## src/design/apjs_pkg.sv

```systemverilog
// Shared types and constants for the aging priority job scheduler.
// Used by the scheduler top level and its checker; depends on nothing.
package apjs_pkg;

  localparam int unsigned IdW   = 16;
  localparam int unsigned PriW  = 4;
  localparam int unsigned WaitW = 8;
  localparam int unsigned RunW  = 32;

  localparam logic [1:0] CmdTick    = 2'd0;
  localparam logic [1:0] CmdEnqueue = 2'd1;
  localparam logic [1:0] CmdDequeue = 2'd2;
  localparam logic [1:0] CmdList    = 2'd3;

  localparam logic [1:0] StatOk       = 2'd0;
  localparam logic [1:0] StatFull     = 2'd1;
  localparam logic [1:0] StatNotFound = 2'd2;

  localparam logic CfgAging = 1'b0;
  localparam logic CfgCap   = 1'b1;

  typedef struct packed {
    logic [IdW-1:0]   job_id;
    logic [IdW-1:0]   owner;
    logic [PriW-1:0]  base_pri;
    logic [PriW-1:0]  cur_pri;
    logic [WaitW-1:0] wait_cnt;
    logic [RunW-1:0]  run_cnt;
  } slot_t;

  typedef struct packed {
    logic             kind;
    logic [IdW-1:0]   job_number;
    logic [IdW-1:0]   job_owner;
    logic [RunW-1:0]  run_ticks;
    logic [WaitW-1:0] wait_ticks;
    logic [PriW-1:0]  job_priority;
    logic             is_running;
    logic [IdW-1:0]   running_job;
    logic             switched;
    logic [1:0]       status;
    logic             last;
  } rec_t;

endpackage

```

## src/design/apjs_ram.sv

```systemverilog
// Generic single-write, single-read RAM with a registered read port.
// Stand-alone; used for the slot store and the queue link store.
module apjs_ram #(
  parameter int unsigned Width = 8,
  parameter int unsigned Depth = 16
) (
  input  logic                     clk_i,
  input  logic                     we_i,
  input  logic [$clog2(Depth)-1:0] waddr_i,
  input  logic [Width-1:0]         wdata_i,
  input  logic [$clog2(Depth)-1:0] raddr_i,
  output logic [Width-1:0]         rdata_o
);

  logic [Width-1:0] mem_q [Depth];
  logic [Width-1:0] rdata_q;

  always_ff @(posedge clk_i) begin
    if (we_i) begin
      mem_q[waddr_i] <= wdata_i;
    end
    rdata_q <= mem_q[raddr_i];
  end

  assign rdata_o = rdata_q;

endmodule

```

## src/design/aging_priority_job_scheduler.sv

```systemverilog
// Top level of the aging priority job scheduler: tick sequencer and queue control.
// Depends on apjs_pkg and apjs_ram (slot store and link store).
//
//  channel | direction | handshake              | payload
//  --------+-----------+------------------------+-------------------------------------
//  in      | input     | in_valid_i/in_stall_o  | cmd, base_priority, owner_id, ...
//  out     | output    | out_valid_o/out_stall_i| record_kind ... last, one per word
//  cfg     | input     | cfg_we_i               | cfg_idx_i, cfg_data_i
//
// A tick walks the N waiting jobs up to three times (aging, dequeue search or listing,
// selection), each walk after a setup state, plus bookkeeping; an enqueue adds a scan
// over up to MAX_JOBS valid bits for a free slot and the link update. A slot update is a read,
// a registered read, and a write back through the slot memory's separate write port.
// A stalled output holds the sequencer in place, and the input stays stalled until the
// tick report is issued. Reset clears the valid bits, the queue and running registers and
// the id counter, and sets the configuration to its defaults (aging 5, cap 3).
module aging_priority_job_scheduler #(
  parameter int unsigned MAX_JOBS = 16
) (
  input  logic                     clk_i,
  input  logic                     rst_ni,
  input  logic                     in_valid_i,
  output logic                     in_stall_o,
  input  logic [1:0]               cmd_i,
  input  logic [3:0]               base_priority_i,
  input  logic [15:0]              owner_id_i,
  input  logic [15:0]              target_job_i,
  input  logic                     running_finished_i,
  output logic                     out_valid_o,
  input  logic                     out_stall_i,
  output logic                     record_kind_o,
  output logic [15:0]              job_number_o,
  output logic [15:0]              job_owner_o,
  output logic [31:0]              run_ticks_o,
  output logic [7:0]               wait_ticks_o,
  output logic [3:0]               job_priority_o,
  output logic                     is_running_o,
  output logic [15:0]              running_job_o,
  output logic                     switched_o,
  output logic [1:0]               status_o,
  output logic                     last_o,
  input  logic                     cfg_we_i,
  input  logic                     cfg_idx_i,
  input  logic [7:0]               cfg_data_i
);
  import apjs_pkg::*;

  localparam int unsigned IW = $clog2(MAX_JOBS);
  localparam int unsigned CW = $clog2(MAX_JOBS + 1);
  localparam int unsigned SW = $bits(slot_t);

  typedef enum logic [4:0] {
    S_IDLE, S_RUN_RD, S_RUN_WR, S_AGE_INIT, S_AGE_RD, S_AGE_WR, S_CMD,
    S_ENQ_SCAN, S_ENQ_WR, S_PUSH1, S_PUSH2, S_DQR_RD, S_DQR_CHK, S_DQ_INIT,
    S_DQ_RD, S_DQ_CHK, S_REMOVE, S_LR_RD, S_LR_EMIT, S_LW_INIT, S_LW_RD,
    S_LW_EMIT, S_SEL_INIT, S_SEL_RD, S_SEL_CHK, S_SEL_REQ, S_RQ_RD, S_RQ_WR,
    S_START, S_ST_RD, S_ST_WR, S_REPORT
  } state_e;

  state_e            state_q, state_d, ret_q, ret_d;
  logic [1:0]        cmd_q, cmd_d;
  logic [PriW-1:0]   bpri_q, bpri_d;
  logic [IdW-1:0]    owner_q, owner_d, target_q, target_d;
  logic [IW-1:0]     head_q, head_d, tail_q, tail_d, rs_q, rs_d;
  logic [CW-1:0]     count_q, count_d, i_q, i_d;
  logic              rv_q, rv_d;
  logic [IdW-1:0]    idc_q, idc_d, newid_q, newid_d, rjob_q, rjob_d;
  logic [WaitW-1:0]  aging_q, aging_d;
  logic [PriW-1:0]   cap_q, cap_d, best_q, best_d;
  logic [MAX_JOBS-1:0] valid_q, valid_d;
  logic [IW-1:0]     p_q, p_d, prev_q, prev_d, scan_q, scan_d, push_q, push_d;
  logic [IW-1:0]     sel_q, sel_d, sel_prev_q, sel_prev_d, sel_next_q, sel_next_d;
  logic              sel_first_q, sel_first_d, sw_q, sw_d, out_v_q, out_v_d;
  logic [1:0]        status_q, status_d;
  rec_t              rec_q, rec_d;

  logic              d_we, l_we, use_rs, out_free, take;
  logic [IW-1:0]     d_waddr, l_waddr, l_wdata, raddr, lrd;
  slot_t             d_wdata, rd, aged;
  logic [SW-1:0]     rd_raw;
  logic [IdW-1:0]    id_next;

  apjs_ram #(.Width(SW), .Depth(MAX_JOBS)) u_slot_ram (
    .clk_i, .we_i(d_we), .waddr_i(d_waddr), .wdata_i(d_wdata),
    .raddr_i(raddr), .rdata_o(rd_raw)
  );

  apjs_ram #(.Width(IW), .Depth(MAX_JOBS)) u_link_ram (
    .clk_i, .we_i(l_we), .waddr_i(l_waddr), .wdata_i(l_wdata),
    .raddr_i(raddr), .rdata_o(lrd)
  );

  assign rd       = slot_t'(rd_raw);
  assign out_free = !out_v_q || !out_stall_i;
  assign take     = (i_q == '0) || (rd.cur_pri > best_q);
  assign id_next  = (idc_q == {IdW{1'b1}}) ? IdW'(1) : idc_q + IdW'(1);

  always_comb begin
    case (state_q)
      S_RUN_RD, S_RUN_WR, S_DQR_RD, S_DQR_CHK, S_LR_RD, S_LR_EMIT,
      S_RQ_RD, S_RQ_WR, S_ST_RD, S_ST_WR: use_rs = 1'b1;
      default:                            use_rs = 1'b0;
    endcase
  end
  assign raddr = use_rs ? rs_q : p_q;

  // Aging of one waiting job: saturating wait count, then a level up at the threshold while below the cap.
  always_comb begin
    aged = rd;
    if (rd.wait_cnt != {WaitW{1'b1}}) begin
      aged.wait_cnt = rd.wait_cnt + WaitW'(1);
    end
    if (aged.wait_cnt >= aging_q && rd.cur_pri < cap_q) begin
      aged.cur_pri  = rd.cur_pri + PriW'(1);
      aged.wait_cnt = '0;
    end
  end

  always_comb begin
    state_d = state_q;   ret_d = ret_q;     cmd_d = cmd_q;     bpri_d = bpri_q;
    owner_d = owner_q;   target_d = target_q; head_d = head_q; tail_d = tail_q;
    rs_d = rs_q;         count_d = count_q; i_d = i_q;         rv_d = rv_q;
    idc_d = idc_q;       newid_d = newid_q; rjob_d = rjob_q;   aging_d = aging_q;
    cap_d = cap_q;       best_d = best_q;   valid_d = valid_q; p_d = p_q;
    prev_d = prev_q;     scan_d = scan_q;   push_d = push_q;   sel_d = sel_q;
    sel_prev_d = sel_prev_q; sel_next_d = sel_next_q; sel_first_d = sel_first_q;
    sw_d = sw_q;         status_d = status_q; rec_d = rec_q;
    out_v_d = out_v_q && out_stall_i;
    d_we = 1'b0; d_waddr = raddr; d_wdata = rd;
    l_we = 1'b0; l_waddr = '0;    l_wdata = '0;

    if (cfg_we_i) begin
      if (cfg_idx_i == CfgAging) begin
        aging_d = cfg_data_i;
      end else begin
        cap_d = cfg_data_i[PriW-1:0];
      end
    end

    case (state_q)
      S_IDLE: begin
        if (in_valid_i) begin
          cmd_d = cmd_i; bpri_d = base_priority_i; owner_d = owner_id_i;
          target_d = target_job_i; newid_d = '0; status_d = StatOk; sw_d = 1'b0;
          if (running_finished_i && rv_q) begin
            valid_d[rs_q] = 1'b0;
            rv_d = 1'b0;
            state_d = S_AGE_INIT;
          end else if (rv_q) begin
            state_d = S_RUN_RD;
          end else begin
            state_d = S_AGE_INIT;
          end
        end
      end
      S_RUN_RD: state_d = S_RUN_WR;
      S_RUN_WR: begin
        d_we = 1'b1;
        if (rd.run_cnt != {RunW{1'b1}}) begin
          d_wdata.run_cnt = rd.run_cnt + RunW'(1);
        end
        state_d = S_AGE_INIT;
      end
      S_AGE_INIT: begin
        p_d = head_q; i_d = '0;
        state_d = (count_q == '0) ? S_CMD : S_AGE_RD;
      end
      S_AGE_RD: state_d = S_AGE_WR;
      S_AGE_WR: begin
        d_we = 1'b1; d_wdata = aged;
        p_d = lrd; i_d = i_q + CW'(1);
        state_d = (i_q + CW'(1) == count_q) ? S_CMD : S_AGE_RD;
      end
      S_CMD: begin
        case (cmd_q)
          CmdEnqueue: begin
            scan_d = '0; state_d = S_ENQ_SCAN;
          end
          CmdDequeue: state_d = rv_q ? S_DQR_RD : S_DQ_INIT;
          CmdList:    state_d = rv_q ? S_LR_RD : S_LW_INIT;
          default:    state_d = S_SEL_INIT;
        endcase
      end
      S_ENQ_SCAN: begin
        if (!valid_q[scan_q]) begin
          state_d = S_ENQ_WR;
        end else if (scan_q == IW'(MAX_JOBS - 1)) begin
          status_d = StatFull; state_d = S_SEL_INIT;
        end else begin
          scan_d = scan_q + IW'(1);
        end
      end
      S_ENQ_WR: begin
        idc_d = id_next; newid_d = id_next; valid_d[scan_q] = 1'b1;
        d_we = 1'b1; d_waddr = scan_q;
        d_wdata = '{job_id: id_next, owner: owner_q, base_pri: bpri_q,
                    cur_pri: bpri_q, wait_cnt: '0, run_cnt: '0};
        push_d = scan_q; ret_d = S_SEL_INIT; state_d = S_PUSH1;
      end
      S_PUSH1: begin
        l_we = 1'b1; l_waddr = push_q; l_wdata = '0;
        if (count_q == '0) begin
          head_d = push_q; tail_d = push_q; count_d = count_q + CW'(1);
          state_d = ret_q;
        end else begin
          state_d = S_PUSH2;
        end
      end
      S_PUSH2: begin
        l_we = 1'b1; l_waddr = tail_q; l_wdata = push_q;
        tail_d = push_q; count_d = count_q + CW'(1);
        state_d = ret_q;
      end
      S_DQR_RD: state_d = S_DQR_CHK;
      S_DQR_CHK: begin
        if (rd.job_id == target_q) begin
          valid_d[rs_q] = 1'b0; rv_d = 1'b0; state_d = S_SEL_INIT;
        end else begin
          state_d = S_DQ_INIT;
        end
      end
      S_DQ_INIT: begin
        p_d = head_q; i_d = '0; prev_d = '0;
        if (count_q == '0) begin
          status_d = StatNotFound; state_d = S_SEL_INIT;
        end else begin
          state_d = S_DQ_RD;
        end
      end
      S_DQ_RD: state_d = S_DQ_CHK;
      S_DQ_CHK: begin
        if (rd.job_id == target_q) begin
          valid_d[p_q] = 1'b0;
          sel_d = p_q; sel_prev_d = prev_q; sel_next_d = lrd;
          sel_first_d = (i_q == '0);
          ret_d = S_SEL_INIT; state_d = S_REMOVE;
        end else begin
          prev_d = p_q; p_d = lrd; i_d = i_q + CW'(1);
          if (i_q + CW'(1) == count_q) begin
            status_d = StatNotFound; state_d = S_SEL_INIT;
          end else begin
            state_d = S_DQ_RD;
          end
        end
      end
      S_REMOVE: begin
        if (sel_first_q) begin
          head_d = sel_next_q;
        end else begin
          l_we = 1'b1; l_waddr = sel_prev_q; l_wdata = sel_next_q;
        end
        if (sel_q == tail_q) begin
          tail_d = sel_prev_q;
        end
        count_d = count_q - CW'(1);
        if (count_q == CW'(1)) begin
          head_d = '0; tail_d = '0;
        end
        state_d = ret_q;
      end
      S_LR_RD: state_d = S_LR_EMIT;
      S_LR_EMIT: begin
        if (out_free) begin
          out_v_d = 1'b1;
          rec_d = '{kind: 1'b1, job_number: rd.job_id, job_owner: rd.owner,
                    run_ticks: rd.run_cnt, wait_ticks: rd.wait_cnt,
                    job_priority: rd.cur_pri, is_running: 1'b1, running_job: '0,
                    switched: 1'b0, status: StatOk, last: 1'b0};
          state_d = S_LW_INIT;
        end
      end
      S_LW_INIT: begin
        p_d = head_q; i_d = '0;
        state_d = (count_q == '0) ? S_SEL_INIT : S_LW_RD;
      end
      S_LW_RD: state_d = S_LW_EMIT;
      S_LW_EMIT: begin
        if (out_free) begin
          out_v_d = 1'b1;
          rec_d = '{kind: 1'b1, job_number: rd.job_id, job_owner: rd.owner,
                    run_ticks: rd.run_cnt, wait_ticks: rd.wait_cnt,
                    job_priority: rd.cur_pri, is_running: 1'b0, running_job: '0,
                    switched: 1'b0, status: StatOk, last: 1'b0};
          p_d = lrd; i_d = i_q + CW'(1);
          state_d = (i_q + CW'(1) == count_q) ? S_SEL_INIT : S_LW_RD;
        end
      end
      S_SEL_INIT: begin
        p_d = head_q; i_d = '0; prev_d = '0;
        if (count_q == '0) begin
          rjob_d = '0;
          state_d = rv_q ? S_ST_RD : S_REPORT;
        end else begin
          state_d = S_SEL_RD;
        end
      end
      S_SEL_RD: state_d = S_SEL_CHK;
      S_SEL_CHK: begin
        // Strictly greater keeps the job nearest the head on a tie.
        if (take) begin
          best_d = rd.cur_pri; sel_d = p_q; sel_prev_d = prev_q;
          sel_next_d = lrd; sel_first_d = (i_q == '0);
        end
        prev_d = p_q; p_d = lrd; i_d = i_q + CW'(1);
        if (i_q + CW'(1) == count_q) begin
          ret_d = S_SEL_REQ; state_d = S_REMOVE;
        end else begin
          state_d = S_SEL_RD;
        end
      end
      S_SEL_REQ: state_d = rv_q ? S_RQ_RD : S_START;
      S_RQ_RD:   state_d = S_RQ_WR;
      S_RQ_WR: begin
        d_we = 1'b1;
        d_wdata.cur_pri = rd.base_pri; d_wdata.wait_cnt = '0;
        push_d = rs_q; ret_d = S_START; state_d = S_PUSH1;
      end
      S_START: begin
        rs_d = sel_q; rv_d = 1'b1; sw_d = 1'b1; state_d = S_ST_RD;
      end
      S_ST_RD: state_d = S_ST_WR;
      S_ST_WR: begin
        // Also serves the no-switch case to fetch the running job's id.
        if (sw_q) begin
          d_we = 1'b1; d_wdata.wait_cnt = '0;
        end
        rjob_d = rd.job_id; state_d = S_REPORT;
      end
      S_REPORT: begin
        if (out_free) begin
          out_v_d = 1'b1;
          rec_d = '{kind: 1'b0, job_number: newid_q, job_owner: '0, run_ticks: '0,
                    wait_ticks: '0, job_priority: '0, is_running: 1'b0,
                    running_job: rjob_q, switched: sw_q, status: status_q,
                    last: 1'b1};
          state_d = S_IDLE;
        end
      end
      default: state_d = S_IDLE;
    endcase
  end

  always_ff @(posedge clk_i or negedge rst_ni) begin
    if (!rst_ni) begin
      state_q <= S_IDLE; ret_q <= S_IDLE;
      head_q <= '0; tail_q <= '0; count_q <= '0; rs_q <= '0; rv_q <= 1'b0;
      idc_q <= '0; aging_q <= WaitW'(5); cap_q <= PriW'(3);
      valid_q <= '0; out_v_q <= 1'b0; rec_q <= '0;
    end else begin
      state_q <= state_d; ret_q <= ret_d;
      head_q <= head_d; tail_q <= tail_d; count_q <= count_d; rs_q <= rs_d;
      rv_q <= rv_d; idc_q <= idc_d; aging_q <= aging_d; cap_q <= cap_d;
      valid_q <= valid_d; out_v_q <= out_v_d; rec_q <= rec_d;
    end
  end

  always_ff @(posedge clk_i) begin
    cmd_q <= cmd_d; bpri_q <= bpri_d; owner_q <= owner_d; target_q <= target_d;
    i_q <= i_d; newid_q <= newid_d; rjob_q <= rjob_d; best_q <= best_d;
    p_q <= p_d; prev_q <= prev_d; scan_q <= scan_d; push_q <= push_d;
    sel_q <= sel_d; sel_prev_q <= sel_prev_d; sel_next_q <= sel_next_d;
    sel_first_q <= sel_first_d; sw_q <= sw_d; status_q <= status_d;
  end

  assign in_stall_o     = (state_q != S_IDLE);
  assign out_valid_o    = out_v_q;
  assign record_kind_o  = rec_q.kind;
  assign job_number_o   = rec_q.job_number;
  assign job_owner_o    = rec_q.job_owner;
  assign run_ticks_o    = rec_q.run_ticks;
  assign wait_ticks_o   = rec_q.wait_ticks;
  assign job_priority_o = rec_q.job_priority;
  assign is_running_o   = rec_q.is_running;
  assign running_job_o  = rec_q.running_job;
  assign switched_o     = rec_q.switched;
  assign status_o       = rec_q.status;
  assign last_o         = rec_q.last;

endmodule

```

## config.mk

```make
export PLATFORM = sky130hd
export DESIGN_NAME = aging_priority_job_scheduler
export DESIGN_NICKNAME = d
export VERILOG_FILES = /design/src/design/apjs_pkg.sv /design/src/design/apjs_ram.sv /design/src/design/aging_priority_job_scheduler.sv
export SDC_FILE = /design/constraint.sdc
export NUM_CORES = 2
export LEC_CHECK = 0
export BUFFER_PORTS_ARGS = -buffer_cell sky130_fd_sc_hd__buf_2
export CAP_MARGIN = 40
export CELL_PAD_IN_SITES_DETAIL_PLACEMENT = 1
export CELL_PAD_IN_SITES_GLOBAL_PLACEMENT = 2
export CORE_MARGIN = 4
export CORE_UTILIZATION = 30
export CTS_CLUSTER_SIZE = 16
export DETAILED_ROUTE_END_ITERATION = 8
export GPL_TIMING_DRIVEN = 0
export PLACE_DENSITY = 0.68
export SETUP_SLACK_MARGIN = 0.4
export SLEW_MARGIN = 20
export SYNTH_ARGS = -nofsm -noshare
export SYNTH_HDL_FRONTEND = slang
export SYNTH_SLANG_ARGS = --single-unit
```

## constraint.sdc

```tcl
create_clock -name clk_i -period 8.1 [get_ports clk_i]
set_input_delay 1.62 -clock clk_i [delete_from_list [all_inputs] [get_ports clk_i]]
set_output_delay 1.62 -clock clk_i [all_outputs]
set_load 0.02 [all_outputs]
```

==> results.sh <==
export IMPL_grt_max_degree=72
export IMPL_avgSynthCellArea_um2=14.0
export IMPL_vias=44200
export IMPL_synthFlopType="edfxtp_1"
export IMPL_holdCritStartpoint="prev_q[0]"
export IMPL_post_route_util_pct=35.8
export IMPL_drcViolationCount=0
export IMPL_pin_count=153
export IMPL_drive_above_1_share_pct=14.8
export IMPL_worst_ep_arrival_time_ps=6420
export IMPL_place_area_um2=76400
export IMPL_setup_viol=0
export IMPL_ys_async_sr_fraction_pct=10.0
export IMPL_clock_path_buffers=3
export IMPL_worstSkewPairLatency_ps=840
export IMPL_synth_top_cell_area_share_pct=63.0
export IMPL_clock_sinks=1710
export IMPL_cp_start_kind="register"
export IMPL_synthCells=4945
export IMPL_syn_to_final_growth_pct=18.8
export IMPL_ant_nets=0
export IMPL_worst_slew_pin_slew_ps=1140
export IMPL_cp_end_kind="register"
export IMPL_ys_seq_area_share_pct=71.7
export IMPL_grt_remaining_overflow=0
export IMPL_worstSetupPathType="register to register"
export IMPL_worst_path_max_fanout=19
export IMPL_synth_warnings=0
export IMPL_max_freq_mhz=171
export IMPL_crit_chain="clkbuf_1 -> clkbuf_1 -> buf_2 -> nor2_1 -> nand2_1 -> nand3_1 -> a21oi_2 -> nand2_1 -> o21ai_1 -> nor2_4 -> buf_12 -> buf_16 -> buf_12 -> buf_16"
export IMPL_postLayoutCellArea_um2=82300
export IMPL_ff2ff_setup_slack_ps=2270
export IMPL_synth_distinct_cells=74
export IMPL_rows=176
export IMPL_die_y_um=489
export IMPL_outcome="complete, no violations"
export IMPL_final_max_slew_viol_count=0
export IMPL_path_buf_inv=7
export IMPL_hpwl_um=161000
export IMPL_cts_htree_levels=4
export IMPL_skew_ps=60.6
export IMPL_critical_path_startpoint="state_q[4]"
export IMPL_cts_resized=0
export IMPL_hold_viol_final=0
export IMPL_cts_setup_buffers=0
export IMPL_cts_buffers=178
export IMPL_viasPerCell=5.14
export IMPL_synth_nets=5035
export IMPL_syn_area_um2=69300
export IMPL_grt_antenna_before_repair=17
export IMPL_hold_path_class="register to register"
export IMPL_synth_top_cell_by_area="edfxtp_1"
export IMPL_period_minus_slack_ps=5830
export IMPL_portBuffers=152
export IMPL_cts_tree="done"
export IMPL_first_global_vias=45800
export IMPL_wl_per_cell_um=26.2
export IMPL_path_delay_family="buffers and inverters"
export IMPL_slowest_delay_ps=830
export IMPL_drt_pass1_iter_count=6
export IMPL_core_um2=230000
export IMPL_cts_root_buf="clkbuf_16"
export IMPL_rsz0062_at_grt="false"
export IMPL_nets=5509
export IMPL_powerDensity_nw_per_um2=445
export IMPL_leakage_nw=28.8
export IMPL_synth_edff_count=1455
export IMPL_globalplace_congestion=0.835
export IMPL_dieArea_um2=239000
export IMPL_cp_slowest_cell="a21oi_2"
export IMPL_start_util_pct=30.1
export IMPL_grtUsageTotal_pct=18.6
export IMPL_reg2reg_from="state_q[4]"
export IMPL_fillCellCount=24100
export IMPL_drv_cap=0
export IMPL_routed_wl_um=225000
export IMPL_drt_iter0_drc=3752
export IMPL_ys_top_cells_by_area="edfxtp_1 63%, dfrtp_1 6.0%, nand2_1 4.9%"
export IMPL_period_share_pct=72.0
export IMPL_relSlewSlack_pct=23.9
export IMPL_grt_first_pass_wirelength_um=326000
export IMPL_cp_data_required_time_ps=8680
export IMPL_cts_hold_buffers_added=0
export IMPL_ys_ff_latch=1710
export IMPL_die_width_um=489
export IMPL_clk_pin_slew_ps=70
export IMPL_ir_drop_mv=0.252
[power by group]
part	switching [W]	internal, W
Combinational	0.0106	0.00499
Clock	0.00353	0.00458
Sequential	0.000817	0.0121
[kinds of logic (layout without fill, tap and decap cells)]
group                      count (synthesis)  count (layout)  share of synthesized area, %
other                                      0               5                             0
muxes                                    304             304                          4.66
xor gates and xnor gates                  55              55                         0.695
DFF                                     1710            1710                          71.7
adders and majority gates                 37              37                         0.668
AOI/OAI and AO/OA                        920             920                          9.64
and+or+nand+nor                         1559            1559                          10.3
buffers and inverters                    360             987                          2.35
[stage by stage]
| step | setup WS [ps] | cells | TNS (ps) | hold WS, ps | power, W |
|---|---|---|---|---|---|
| final | 2270 | 8603 | 0 | 420 | 0.0366 |
| after global routing | 2090 | 8600 | 0 | 424 | 0.0385 |
| after CTS | 2140 | 8586 | 0 | 407 | 0.0369 |
| after detailed placement | 2190 | 8253 | 0 | 406 | 0.0287 |
| after global placement | -4680 | 8123 | -4513380 | 403 | 0.0279 |
| after floorplan | 1640 | 4945 | 0 | 400 | 0.0217 |
[area by class of cell]
class / instances / area, µm² / share of cell area, %
clock buffer: 246 / 4850 / 5.90
clock inverter: 87 / 932 / 1.13
timing repair buffer: 294 / 3150 / 3.82
sequential: 1710 / 49700 / 60.3
buffer: 310 / 1460 / 1.78
antenna: 5 / 12.5 / 0.0152
tap: 3026 / 3790 / 4.60
inverter: 50 / 188 / 0.228
multi-input combinational: 2875 / 18300 / 22.2
[synth_stat cells (26+ instances only)]
| cell | n |
|---|---|
| xor2_1 | 28 |
| dfrtp_1 | 167 |
| mux2i_1 | 202 |
| o32ai_1 | 92 |
| inv_1 | 50 |
| xnor2_1 | 27 |
| a22o_1 | 26 |
| a211oi_1 | 257 |
| o21ai_0 | 126 |
| and2_1 | 232 |
| edfxtp_1 | 1455 |
| nor2_1 | 110 |
| nand2_1 | 907 |
| ha_1 | 37 |
| buf_2 | 75 |
| clkbuf_1 | 203 |
| a31oi_1 | 178 |
| a221o_1 | 86 |
| and2_0 | 46 |
| nand3_1 | 59 |
| a21oi_1 | 34 |
| mux2_2 | 95 |
| and3_1 | 96 |
| dfxtp_1 | 84 |
[sequential cells by signal (all words and copies together), names as in the netlist, 5 cells and up]
register            count
u_slot_ram.mem_q     1280
rjob_q                 16
i_q                     5
u_slot_ram.rdata_o     80
aging_q                 8
valid_q                16
ret_q                   5
owner_q                16
run_ticks_o            32
newid_q                16
target_q               16
state_q                 5
idc_q                  16
wait_ticks_o            8
job_owner_o            16
u_link_ram.mem_q       64
count_q                 5
job_number_o           16
running_job_o          16
[placed cells by master (no fill, tap or decap), drive strengths merged, types with 111 or more instances in the layout]
cell,n
edfxtp,1455
nand2,907
clkbuf,450
buf,399
and2,278
a211oi,257
mux2i,202
a31oi,178
dfrtp,167
o21ai,131
nor2,111
[per-layer routing]
metal,vias to the layer above,part of all wire [%],global-route usage (%)
li1,19600,-,-
met3,322,5.1,2.41
met1,23000,43,24.9
met4,0,4.2,7.38
met5,-,0,0
met2,1299,48,30.7
[final timing paths]
kind,end,depth (start not counted)
min in group asynchronous,state_q[1],1
max in group asynchronous,run_ticks_o[5],3
hold / removal,sel_prev_q[0],0
setup / recovery,u_slot_ram.mem_q[5][53],14
hold reg to reg,sel_prev_q[0],0
setup reg to reg,u_slot_ram.mem_q[5][53],14
Power figures use the tool's default switching activity.
